===== config.mk =====
export PLATFORM = sky130hd
export DESIGN_NAME = vlch_front
export DESIGN_NICKNAME = d
export VERILOG_FILES = /design/src/rtl/core/vlch_pkg.sv /design/src/rtl/core/vlch_front.sv
export SDC_FILE = /design/constraint.sdc
export NUM_CORES = 1
export LEC_CHECK = 0
export ABC_AREA = 1
export BUFFER_PORTS_ARGS = -buffer_cell sky130_fd_sc_hd__buf_2
export CORE_ASPECT_RATIO = 0.8
export CORE_MARGIN = 3
export CORE_UTILIZATION = 49
export DETAILED_ROUTE_END_ITERATION = 10
export GPL_ROUTABILITY_DRIVEN = 1
export GPL_TIMING_DRIVEN = 0
export PLACE_DENSITY = 0.7
export SLEW_MARGIN = 10
export SYNTH_ARGS = -nofsm -noshare
export SYNTH_HDL_FRONTEND = slang
export SYNTH_SLANG_ARGS = --single-unit

===== constraint.sdc =====
create_clock -name clock -period 3.16 [get_ports clock]
set_clock_uncertainty 0.05 [all_clocks]
set_input_delay 0.474 -clock clock [delete_from_list [all_inputs] [get_ports clock]]
set_output_delay 0.474 -clock clock [all_outputs]
set_load 0.03 [all_outputs]

===== src/rtl/core/vlch_pkg.sv =====
// Package with shared constants, types and opcodes of the label histogram.
package vlch_pkg;

   // The label fields are four bits wide, so the label count is fixed here.
   localparam int LabelCount           = 16;
   localparam int IntensityBitsDefault = 16;
   localparam int CountBitsDefault     = 32;

   localparam int OP_BITS    = 2;
   localparam int INT_W      = 16;
   localparam int LABEL_W    = 4;
   localparam int COST_W     = 17;
   localparam int FRAC_BITS  = 16;

   typedef enum logic [OP_BITS-1:0] {
      OP_LEARN = 2'd0,
      OP_UNARY = 2'd1,
      OP_PAIR  = 2'd2,
      OP_NONE  = 2'd3
   } op_type;

   // One queued transaction between the front and the back.
   typedef struct packed {
      op_type                  op;
      logic [INT_W-1:0]        intensity;
      logic [LABEL_W-1:0]      label;
      logic [LABEL_W-1:0]      second_label;
      logic [6*LABEL_W-1:0]    nbs;
   } cmd_type;

endpackage


===== src/rtl/core/vlch_front.sv =====
// Front end: accepts transactions, drops unused opcodes, queues the rest.
module vlch_front
   import vlch_pkg::*;
(
   input  logic    clock,
   input  logic    reset,
   input  logic    in_valid,
   output logic    in_ready,
   input  cmd_type in_cmd,
   output logic    q_valid,
   input  logic    q_ready,
   output cmd_type q_cmd
);
   localparam int DEPTH = 4;
   localparam int AW    = 2;

   cmd_type         buf_ff [DEPTH];
   logic [AW-1:0]   wr_ff, wr_in, rd_ff, rd_in;
   logic [AW:0]     cnt_ff, cnt_in;
   logic            push, pop;

   assign in_ready = (cnt_ff != (AW+1)'(DEPTH));
   assign push     = in_valid && in_ready && (in_cmd.op != OP_NONE);
   assign q_valid  = (cnt_ff != '0);
   assign pop      = q_valid && q_ready;
   assign q_cmd    = buf_ff[rd_ff];

   always_comb begin
      wr_in  = push ? wr_ff + 1'b1 : wr_ff;
      rd_in  = pop  ? rd_ff + 1'b1 : rd_ff;
      cnt_in = cnt_ff + (AW+1)'(push) - (AW+1)'(pop);
   end

   always_ff @(posedge clock) begin
      if (reset) begin
         wr_ff  <= '0;
         rd_ff  <= '0;
         cnt_ff <= '0;
      end else begin
         wr_ff  <= wr_in;
         rd_ff  <= rd_in;
         cnt_ff <= cnt_in;
      end
      if (push) buf_ff[wr_ff] <= in_cmd;
   end
endmodule


Word-level counts from Yosys, hierarchy flattened
Memories as Yosys holds them, arrays and structs flattened. A register that Yosys moved wholly into a read port is not among the register bits.
Index checks and enable logic that the tools add are counted.
W data, S select, Z words.

word-level totals
  register bits = 7
  memories kept = 1
  bits of input ports = 54
  word-level logic and storage cells = 18
  output and inout bits = 52
  memory bits (writable) = 200

memory list
  memory  words  bits a word  read ports  clocked after memory_dff  wr ports  RTL line          text
  buf_ff  4      50           1           1                         1         vlch_front.sv:17  cmd_type buf_ff [DEPTH];

operators by class
  equal/unequal tests = 2
  multiplexer cells = 4
  reductions and logical operators = 4
  $add $sub $neg = 4

operators with widths
  kind                   number
  $add A2 B1 Y2 const B  2
  $mux W2                2
  $add A3 B1 Y3          1
  $logic_and A1 B1 Y1    3
  $ne A3 B3 Y1 const B   1
  $reduce_bool A3 Y1     1
  $sub A3 B1 Y3          1
  $mux W1                2
  $ne A2 B2 Y1 const B   1

Longest topological paths before layout
Gate-level depths: netlist of run 1.

  word-level depth = 5
  mapped depth = 12
  depth with buffers taken out = 12

Worst setup path before layout of run 1
OpenSTA, ideal clock, no wires.

  kind = register -> register
  from = reg cnt_ff[1]
  to = mem buf_ff[0][0] (netlist bit) (enable)
  arrival time = 2987 ps
  cell stages (with the launch flop) = 5
  buffers on the path = 0
  slack = -334 ps
  path through = dfxtp_1 nor2_1 nand2_1 nand2_2 nor2_1

between the ends
  longest elaborated chain between the ends = 5

RTL lines
  element                            RTL line          text
  start, declared                    vlch_front.sv:19  logic [AW:0] cnt_ff, cnt_in;
  start signal, assigned             vlch_front.sv:42  cnt_ff <= cnt_in;
  $ne A3 B3 Y1                       vlch_front.sv:22  assign in_ready = (cnt_ff != (AW+1)'(DEPTH));
  net in_ready                       vlch_front.sv:8   output logic in_ready,
  $logic_and A1 B1 Y1 (2 in series)  vlch_front.sv:23  assign push = in_valid && in_ready && (in_cmd.op != OP_NONE);
  $mux W1                            vlch_front.sv:44  if (push) buf_ff[wr_ff] <= in_cmd;
  $mux W1 (not written as such)      vlch_front.sv:44
  end, declared                      vlch_front.sv:17

The timed path passes the listed nets, and every way through them passes these cells.

==> results of run 1 <==
-- registers in the layout, indices dropped and copies added, names as in the netlist, named ones only --
register and count:
buf_ff 200, cnt_ff 3, rd_ff 2, wr_ff 2
-- through the flow --
step                setup TNS (ns)  setup slack, ns
finish                           0           0.6934
detailed placement               0           0.8395
floorplan                   -66.90          -0.3345
global route                     0           0.5727
CTS                              0           0.6811
global placement           -411.90           -2.136
-- synth_stat cells --
cell type         n
o22ai_1          50
nor2_1          115
nand2_2           1
a21oi_1           2
inv_2             2
buf_4             5
dlymetal6s2s_1    1
o21ai_1          70
nor2_2            1
inv_12            1
inv_1            15
nand3_1           2
fa_1              1
o21ai_0          30
buf_12            5
dfxtp_1           9
buf_8             5
ha_1              6
nand2_1          17
buf_2            10
buf_6             5
edfxtp_1        200
-- worst paths after layout --
kind                    from       endpoint  slack [ns]  cells after the start
hold / removal    in_cmd[37]  buf_ff[0][37]        0.14                      1
setup reg to reg   cnt_ff[1]      cnt_ff[2]        1.04                     10
setup / recovery    register      q_cmd[46]        0.69                      5
hold reg to reg     rd_ff[1]       rd_ff[1]        0.48                      2
-- per-layer routing --
metal	global-route usage, %	vias up	wire length, um
li1	-	2319	-
met1	26.80	2444	7356
met2	30.35	193	8209
met3	3.709	43	1295
met4	5.317	4	409
met5	0	-	23
-- cells by family (layout without fill, tap and decap cells) --
kind of cell	after synthesis	after routing
flip-flops	209	209
AND/OR/NAND/NOR	136	136
buffers and inverters	49	198
adder cells (fa/ha/maj)	7	7
AO/OA/AOI/OAI	152	152
-- worst max-delay path, cell delays in order, from the launching register on --
cell	delay [ns]
dfxtp_1	0.39
inv_1	0.22
buf_2	0.29
o21ai_1	0.11
o22ai_1	0.19
buf_2	0.24
-- power groups by stage --
stage	Combinational [uW]	Clock, uW	Sequential (uW)
finish	2410	2110	3360
global route	2600	2280	3380
CTS	2430	2160	3360
detailed placement	2420	0	3420
global placement	2290	0	3440
floorplan	1630	0	3420
-- area by class of cell --
cell class,instances,share of cell area [%]
plain buffers,31,3.445
clock buffers,24,5.356
clock inverters,12,0.6369
inverters,18,0.8319
multi-input cells,295,15.23
flip-flops and latches,209,64.27
well taps,215,2.795
repair buffers,113,7.435
==> qor.txt, run 1 <==
H-tree depth: 1
initial cell density of the core: 50.52%
FMAX: 0.4054 GHz
power per cell area: 818.8 nW/um2
Peak VDD IR: 0.0004934 V
P_leak: 0.003471 uW
synthesis-to-layout area growth: 19.81%
XOR/XNOR Fraction of Synth Area: 0%
largest area contributor in the synthesized netlist: edfxtp_1
syn avg cell area: 14.53 um2
syn_nets: 614
clock sinks: 209
all-layer global routing usage: 18.93%
Final ANT Viol Nets: 0
share of cells above drive strength 1: 25.07%
vias per cell: 5.456
commonest cells after routing, fill and taps aside: edfxtp_1 (200), buf_2 (115), nor2_1 (111)
die height: 120.5 um
filler instances: 1233
Crit Path Class: register to primary output
top post-synthesis cells by area: edfxtp_1 (75%), nor2_1 (5.4%), o21ai_1 (4.4%), o22ai_1 (3.9%), dfxtp_1 (2.2%)
Synth cell types: 22
sequential fraction of the synthesis area: 77.00%
Post-Syn Area: 8034 um2
PortBufs: 105
HPWL Detailed: 10790 um
post-CTS setup buffers: 0
Yosys top cell area share: 74.75%
CP required: 2.64 ns
area fraction in compound gates after synthesis: 10.25%
core box area: 15900 um2
Critical Path AT: 1.94 ns
Max-Cap Viols: 0
first-pass GRT wire length: 26350 um
Hold WS: 0.1381 ns
design area: 9625 um2
First-pass DRT Iterations: 5
most common cell after layout, fill and taps aside: edfxtp_1
Finished Layout Cells: 917
hold violation count in the final report: 0
synthesized flop and latch total: 209
Switch Pwr: 2667 uW
cts bufs inserted: 20
DP Cell Count: 881
final worst path period share: 78.06%
clock tree buffer depth: 3
GPL Wtd Cong: 0.8032
initial DRC count: 321
Post-Place Cell Area: 9049 um2
DRC Markers: 0
Post-Synthesis Cells: 553
hold-fix buffers at CTS: 0
die area: 17980 um2
Clk pwr share: 26.8%
grt ovf: 0
sequential power share: 42.7%
Yosys warning count: 0
Setup Viol. Count Final: 0
Net Sw Frac: 33.83%
Adder-Cell Fraction of Synth Area: 1.184%
Startpoint Class: register
utilization after layout: 60.53%
crit path capture type: primary output
Logic pwr share: 30.6%
largest family of logic cells by synthesized area: compound AO/OA/AOI/OAI gates
Worst-Skew Late Latency: 0.49 ns
clk slew on worst S/H paths: 0.06 ns
status: completed
CTS tree: done
sequential standard cell area: 6186 um2
RSZ-0062 raised after global routing: no
initial antenna violation count: 2
number of cell rows: 41
CP max FO: 10
proportion of synthesized area in mux cells: 0%
Rel. slew slack: 65.48%
Slew @ Worst Pin: 0.5166 ns
vias in the first global route: 5000
Tot Pwr: 7881 uW
# resized after CTS: 0
minimum clock period: 2.467 ns
Post-Synth Simple-Gate Area: 6.448%
min-delay worst type: primary input to register
multi-input combinational cell area: 1466 um2
Die Width: 149.2 um
largest net degree at the start of global routing: 24
io pins: 106
total wire length: 17290 um
nets: 749
cell internal pwr: 5215 uW
via count: 5003
routed length per instance: 18.86 um
Slew Viols, Final: 0
clock root cell: clkbuf_16
final antenna diode count: 0
Note: power is estimated with default switching activity, not from simulation.
==> run 2: changes to the inputs <==
==> constraint.sdc (replaced) <==
create_clock -name clock -period 2.2 [get_ports clock]
set_clock_uncertainty 0.05 [all_clocks]
set_input_delay 0.33 -clock clock [delete_from_list [all_inputs] [get_ports clock]]
set_output_delay 0.33 -clock clock [all_outputs]
set_load 0.03 [all_outputs]
==> run 2 against run 1 <==
Against the previous run:
- sequential power is 44% higher
- utilization increased by 1.2 points
- worst hold slack worse by 0.13 ns
- critical path type unchanged
- total power is 46% higher
- largest cell class unchanged
- largest power group unchanged
==> qor.txt, run 2 (same netlist as run 1, synthesis figures left out) <==
status: completed
crit path max-delay cell type: dfxtp_2
clk slew on worst S/H paths: 0.06 ns (about the same)
H-tree depth: 1 (unchanged)
hold violation count in the final report: 0 (unchanged)
synthesis-to-layout area growth: 22.26%
r2r setup slk: 0.13 ns (-0.91 ns)
Hold Path Stages: 1 (unchanged)
Crit Path Class: register to primary output
clock tree buffer depth: 3 (unchanged)
FF-to-FF Start: cnt_ff[1]
grt ovf: 0 (unchanged)
commonest cells after routing, fill and taps aside: edfxtp_1 (200), nor2_1 (111), buf_2 (104)
largest net degree at the start of global routing: 25 (+4.2%)
hold_sp: in_cmd[6]
Die Width: 149.2 um (unchanged)
most common cell after layout, fill and taps aside: edfxtp_1
minimum clock period: 2.149 ns
Top reg by flops: buf_ff
P_leak: 0.003541 uW (+2.0%)
Rel. slew slack: 61.63% (-3.8 points)
initial antenna violation count: 0 (-2)
Critical Path AT: 1.77 ns (-0.17 ns)
clock root cell: clkbuf_16
CP dominant cell by count: buf_2
CTS tree: done
slowest cell delay on critical path: 0.42 ns (+0.03 ns)
initial cell density of the core: 50.52% (unchanged)
HPWL Detailed: 10740 um (-0.50%)
worst-case reg-to-reg path depth: 12 (+2)
DRC Markers: 0 (unchanged)
clock sinks: 209 (unchanged)
core box area: 15900 um2 (unchanged)
total negative slack: 0 ns (unchanged)
sequential standard cell area: 6188 um2 (about the same)
CP max FO: 10 (unchanged)
Tot Pwr: 11500 uW (+46%)
cts bufs inserted: 21 (+5.0%)
max reg flops: 200 (unchanged)
share of cells above drive strength 1: 25.49% (+0.42 points)
FMAX: 0.4654 GHz
number of cell rows: 41 (unchanged)
Max-Cap Viols: 0 (unchanged)
total wire length: 17600 um (+1.8%)
Startpoint Class: register
all-layer global routing usage: 19.23% (+0.30 points)
CP Cell Sequence: buf_2 > o21ai_0 > o22ai_1 > buf_2
multi-input combinational cell area: 1478 um2 (+0.77%)
Slew @ Worst Pin: 0.5742 ns (+0.05751 ns)
CP required: 1.82 ns (-0.82 ns)
PortBufs: 105 (unchanged)
Peak VDD IR: 0.0009198 V (+86%)
die area: 17980 um2 (unchanged)
power per cell area: 1171 nW/um2 (+43%)
Slew Viols, Final: 0 (unchanged)
nets: 764 (+2.0%)
hold path endpoint: buf_ff[0][6]
min-delay worst type: primary input to register
first-pass GRT wire length: 26850 um (+1.9%)
r2r endpoint: cnt_ff[2]
Final ANT Viol Nets: 0 (unchanged)
Largest regs: buf_ff x200, cnt_ff x3
final worst path period share: 97.68%
RSZ-0062 raised after global routing: yes
die height: 120.5 um (unchanged)
vias in the first global route: 5083 (+1.7%)
filler instances: 1187 (-3.7%)
initial DRC count: 379 (+18%)
crit path capture type: primary output
Worst-Skew Late Latency: 0.49 ns (about the same)
vias per cell: 5.412 (-0.81%)
GPL Wtd Cong: 0.8238 (+2.6%)
First-pass DRT Iterations: 5 (unchanged)
routed length per instance: 18.93 um (+0.38%)
io pins: 106 (unchanged)
via count: 5033 (+0.60%)
Setup Viol. Count Final: 0 (unchanged)
run 2: critical path, delay by kind of cell (launching register included):
family | cells | cell delay, ns
AOI/OAI and AO/OA | 2 | 0.35
buffers and inverters | 2 | 0.51
DFF | 1 | 0.42
run 2: per-layer routing:
layer / vias to the layer above / GRT usage, % / part of all wire (%) / wire (um)
met3: 28 / 3.410 / 5.9 / 1041
li1: 2362 / - / - / -
met5: - / 0 / 0 / 0
met1: 2474 / 26.93 / 44 / 7694
met2: 169 / 31.65 / 48 / 8533
met4: 0 / 4.974 / 1.9 / 335
run 2: worst max-delay path by stage:
stage / start / end / cells after the start
after floorplan: cnt_ff[1] / buf_ff[0][0] / 4
after global placement: in_cmd[48] / buf_ff[3][33] / 4
after detailed placement: in_cmd[48] / cnt_ff[2] / 10
after CTS: register / q_cmd[48] / 5
after global routing: register / q_cmd[23] / 5
final: register / q_cmd[47] / 4
run 2: stage by stage:
step | hold slack (ns) | area [um2] | util, % | cells | worst slack [ns]
after floorplan | 0.3467 | 8044 | - | 553 | -0.4862
after global placement | 0.4306 | 8838 | 55.58 | 873 | -1.467
after detailed placement | 0.4612 | 9056 | 56.95 | 881 | -0.003329
after CTS | 0.0004867 | 9788 | 61.55 | 929 | 0.0008391
after global routing | 0.005135 | 9819 | 61.75 | 929 | -0.05849
final | 0.01278 | 9822 | 61.76 | 930 | 0.05112
run 2: area by class of cell:
type	instances	area share (%)
buffer	31	3.567
inverter	18	0.8153
timing repair buffer	127	8.841
clock inverter	2	0.08917
tap	215	2.739
antenna	1	0.02548
sequential	209	63.01
multi-input combinational	295	15.04
clock buffer	32	5.873
run 2: timing repair:
item / CTS / global route
endpoints found under the setup margin: 45 / 14
hold buffers: 12 / 0
buffers inserted: 2 / 0
resized for setup: 6 / 16
hold endpoints to repair: 42 / 0
pin swaps: 0 / 2
run 2: report_power, final:
| group | internal, uW | switching (uW) | total (uW) |
|---|---|---|---|
| registers | 4730 | 108 | 4840 |
| logic | 1160 | 2390 | 3550 |
| clock network | 1790 | 1320 | 3110 |
| total | 7680 | 3820 | 11500 |
==> run 3: changes to the inputs <==
--- a/config.mk
+++ b/config.mk
@@ -7,13 +7,15 @@
 export LEC_CHECK = 0
 export ABC_AREA = 1
 export BUFFER_PORTS_ARGS = -buffer_cell sky130_fd_sc_hd__buf_2
+export CELL_PAD_IN_SITES_DETAIL_PLACEMENT = 0
+export CELL_PAD_IN_SITES_GLOBAL_PLACEMENT = 2
 export CORE_ASPECT_RATIO = 0.8
 export CORE_MARGIN = 3
-export CORE_UTILIZATION = 49
+export CORE_UTILIZATION = 36
 export DETAILED_ROUTE_END_ITERATION = 10
 export GPL_ROUTABILITY_DRIVEN = 1
 export GPL_TIMING_DRIVEN = 0
-export PLACE_DENSITY = 0.7
+export PLACE_DENSITY = 0.72
 export SLEW_MARGIN = 10
 export SYNTH_ARGS = -nofsm -noshare
 export SYNTH_HDL_FRONTEND = slang
==> run 3 against run 2 <==
Against the previous run:
- count of clock-buffer cells in the layout shrank 1
- wire length grew 7.8%
- sequential power about the same
- cell area increased by 6.0%
- total power increased by 4.8%
- fmax increased by 0.51%
- combinational power up 4%
- final cell count increased by 13%
- critical path depth up 1
- global-route usage down 3.7 points
- clock power grew 13%
- largest cell class unchanged
- largest power group unchanged
- highest routed layer unchanged
==> qor.txt, run 3 (same netlist as run 1, synthesis figures left out) <==
initial antenna violation count: 0 (unchanged)
first-pass GRT wire length: 29350 um (+9.3%)
GPL Wtd Cong: 0.7555 (-8.3%)
Critical Path AT: 1.76 ns (about the same)
PortBufs: 105 (unchanged)
share of cells above drive strength 1: 25.60% (+0.11 points)
Slew Viols, Final: 0 (unchanged)
cts bufs inserted: 22 (+4.8%)
number of cell rows: 48 (+17%)
Crit Path Class: register to primary output
largest net degree at the start of global routing: 25 (unchanged)
clock tree buffer depth: 3 (unchanged)
final worst path period share: 97.18% (-0.49 points)
total wire length: 18980 um (+7.8%)
DP Cell Count: 966 (+9.6%)
crit path capture type: primary output
First-pass DRT Iterations: 5 (unchanged)
initial cell density of the core: 36.95% (-14 points)
final antenna diode count: 0 (-1)
CP max FO: 10 (unchanged)
Startpoint Class: register
Top Layer Used: met4
all-layer global routing usage: 15.53% (-3.7 points)
H-tree depth: 1 (unchanged)
most common cell after layout, fill and taps aside: edfxtp_1
core box area: 21740 um2 (+37%)
multi-input combinational cell area: 1505 um2 (+1.9%)
total negative slack: 0 ns (unchanged)
vias per cell: 4.776 (-12%)
nets: 797 (+4.3%)
initial DRC count: 315 (-17%)
clk slew on worst S/H paths: 0.06 ns (about the same)
Finished Layout Cells: 1050 (+13%)
RSZ-0062 raised after global routing: yes
clock root cell: clkbuf_16
max reg flops: 200 (unchanged)
filler instances: 1906 (+61%)
WL met3: 1032 um (-0.86%)
Die Width: 173.0 um (+16%)
status: completed
Slew @ Worst Pin: 0.6281 ns (+0.05391 ns)
vias in the first global route: 5085 (+0.039%)
DRC Markers: 0 (unchanged)
min-delay worst type: primary input to register
power per cell area: 1158 nW/um2 (-1.1%)
synthesis-to-layout area growth: 29.58%
CTS tree: done
via count: 5015 (-0.36%)
Setup Viol. Count Final: 0 (unchanged)
sequential standard cell area: 6191 um2 (about the same)
commonest cells after routing, fill and taps aside: edfxtp_1 (200), nor2_1 (110), buf_2 (96)
Final ANT Viol Nets: 0 (unchanged)
met2 WL: 8896 um (+4.3%)
Peak VDD IR: 0.0006336 V (-31%)
clock sinks: 209 (unchanged)
Top reg by flops: buf_ff
Worst-Skew Late Latency: 0.49 ns (about the same)
io pins: 106 (unchanged)
CP required: 1.82 ns (about the same)
minimum clock period: 2.138 ns (-0.01082 ns)
P_leak: 0.003757 uW (+6.1%)
Max-Cap Viols: 0 (unchanged)
grt ovf: 0 (unchanged)
die height: 139.6 um (+16%)
Rel. slew slack: 58.03% (-3.6 points)
FMAX: 0.4677 GHz (+0.51%)
HPWL Detailed: 11680 um (+8.7%)
routed length per instance: 18.07 um (-4.5%)
M1 WL: 8662 um (+13%)
hold violation count in the final report: 0 (unchanged)
die area: 24160 um2 (+34%)
Largest regs: buf_ff x200, cnt_ff x3
utilization after layout: 47.88% (-14 points)
==> run 3: changes by cell type in the layout (fill, tap and decap cells not counted), moves of 2 or more <==
cell / delta
clkinv_1: +3
buf_2: -8
o22ai_2: +4
clkbuf_16: +2
dlygate4sd3_1: +32
buf_16: -2
clkbuf_8: +2
o22ai_1: -4
buf_4: +9
clkbuf_1: -5
clkbuf_4: -2
buf_12: +3
==> run 3: cell type report <==
cell class                      instances  area share [%]
Multi-Input combinational cell        295           14.46
Sequential cell                       209           59.47
Clock buffer                           31           6.106
Tap cell                              300           3.606
Timing Repair Buffer                  159           11.51
Clock inverter                          7          0.5288
Buffer                                 31           3.546
Inverter                               18          0.7692
==> run 3: report_power, final <==
group	switching, uW	internal [uW]	total (uW)
registers	107	4730	4830
logic	2450	1250	3700
clock network	1400	2110	3520
total	3960	8090	12100
==> run 3: per-layer routing <==
metal | track usage [%] | vias to the layer above
met5 | 0 | -
met1 | 22.28 | 2422
met4 | 3.497 | 0
met3 | 2.891 | 30
li1 | - | 2420
met2 | 24.84 | 143
==> run 3: what timing repair did <==
| item | CTS | global route |
|---|---|---|
| pin swaps | 1 | 2 |
| hold endpoints to repair | 175 | 0 |
| gates resized for setup | 18 | 18 |
| hold buffers | 44 | 0 |
| endpoints found under the setup margin | 65 | 37 |
| setup buffers | 2 | 0 |
==> run 3: per-stage QoR <==
step,power (uW),cell area (um2),setup slack [ns],hold WS [ns]
final,12050,10410,0.06194,0.02055
after global routing,12670,10410,-0.02779,0.01104
after CTS,12160,10350,0.002102,0.0008560
after detailed placement,8460,9148,-0.1312,0.4363
after global placement,8343,8945,-1.673,0.4344
after floorplan,7246,8044,-0.4862,0.3467
==> run 3: worst paths after layout <==
check,start,end,slack (ns),depth (start not counted)
min reg2reg,rd_ff[1],register,0.44,2
min,in_cmd[30],buf_ff[0][30],0.02,1
max reg2reg,cnt_ff[1],cnt_ff[2],0.21,10
max,register,q_cmd[30],0.06,5
==> run 3: critical path, cell delays in order, from the launching register on <==
cell and delay, ns:
dfxtp_4 0.38, inv_2 0.15, buf_4 0.22, o21ai_1 0.09
o22ai_1 0.18, buf_2 0.24
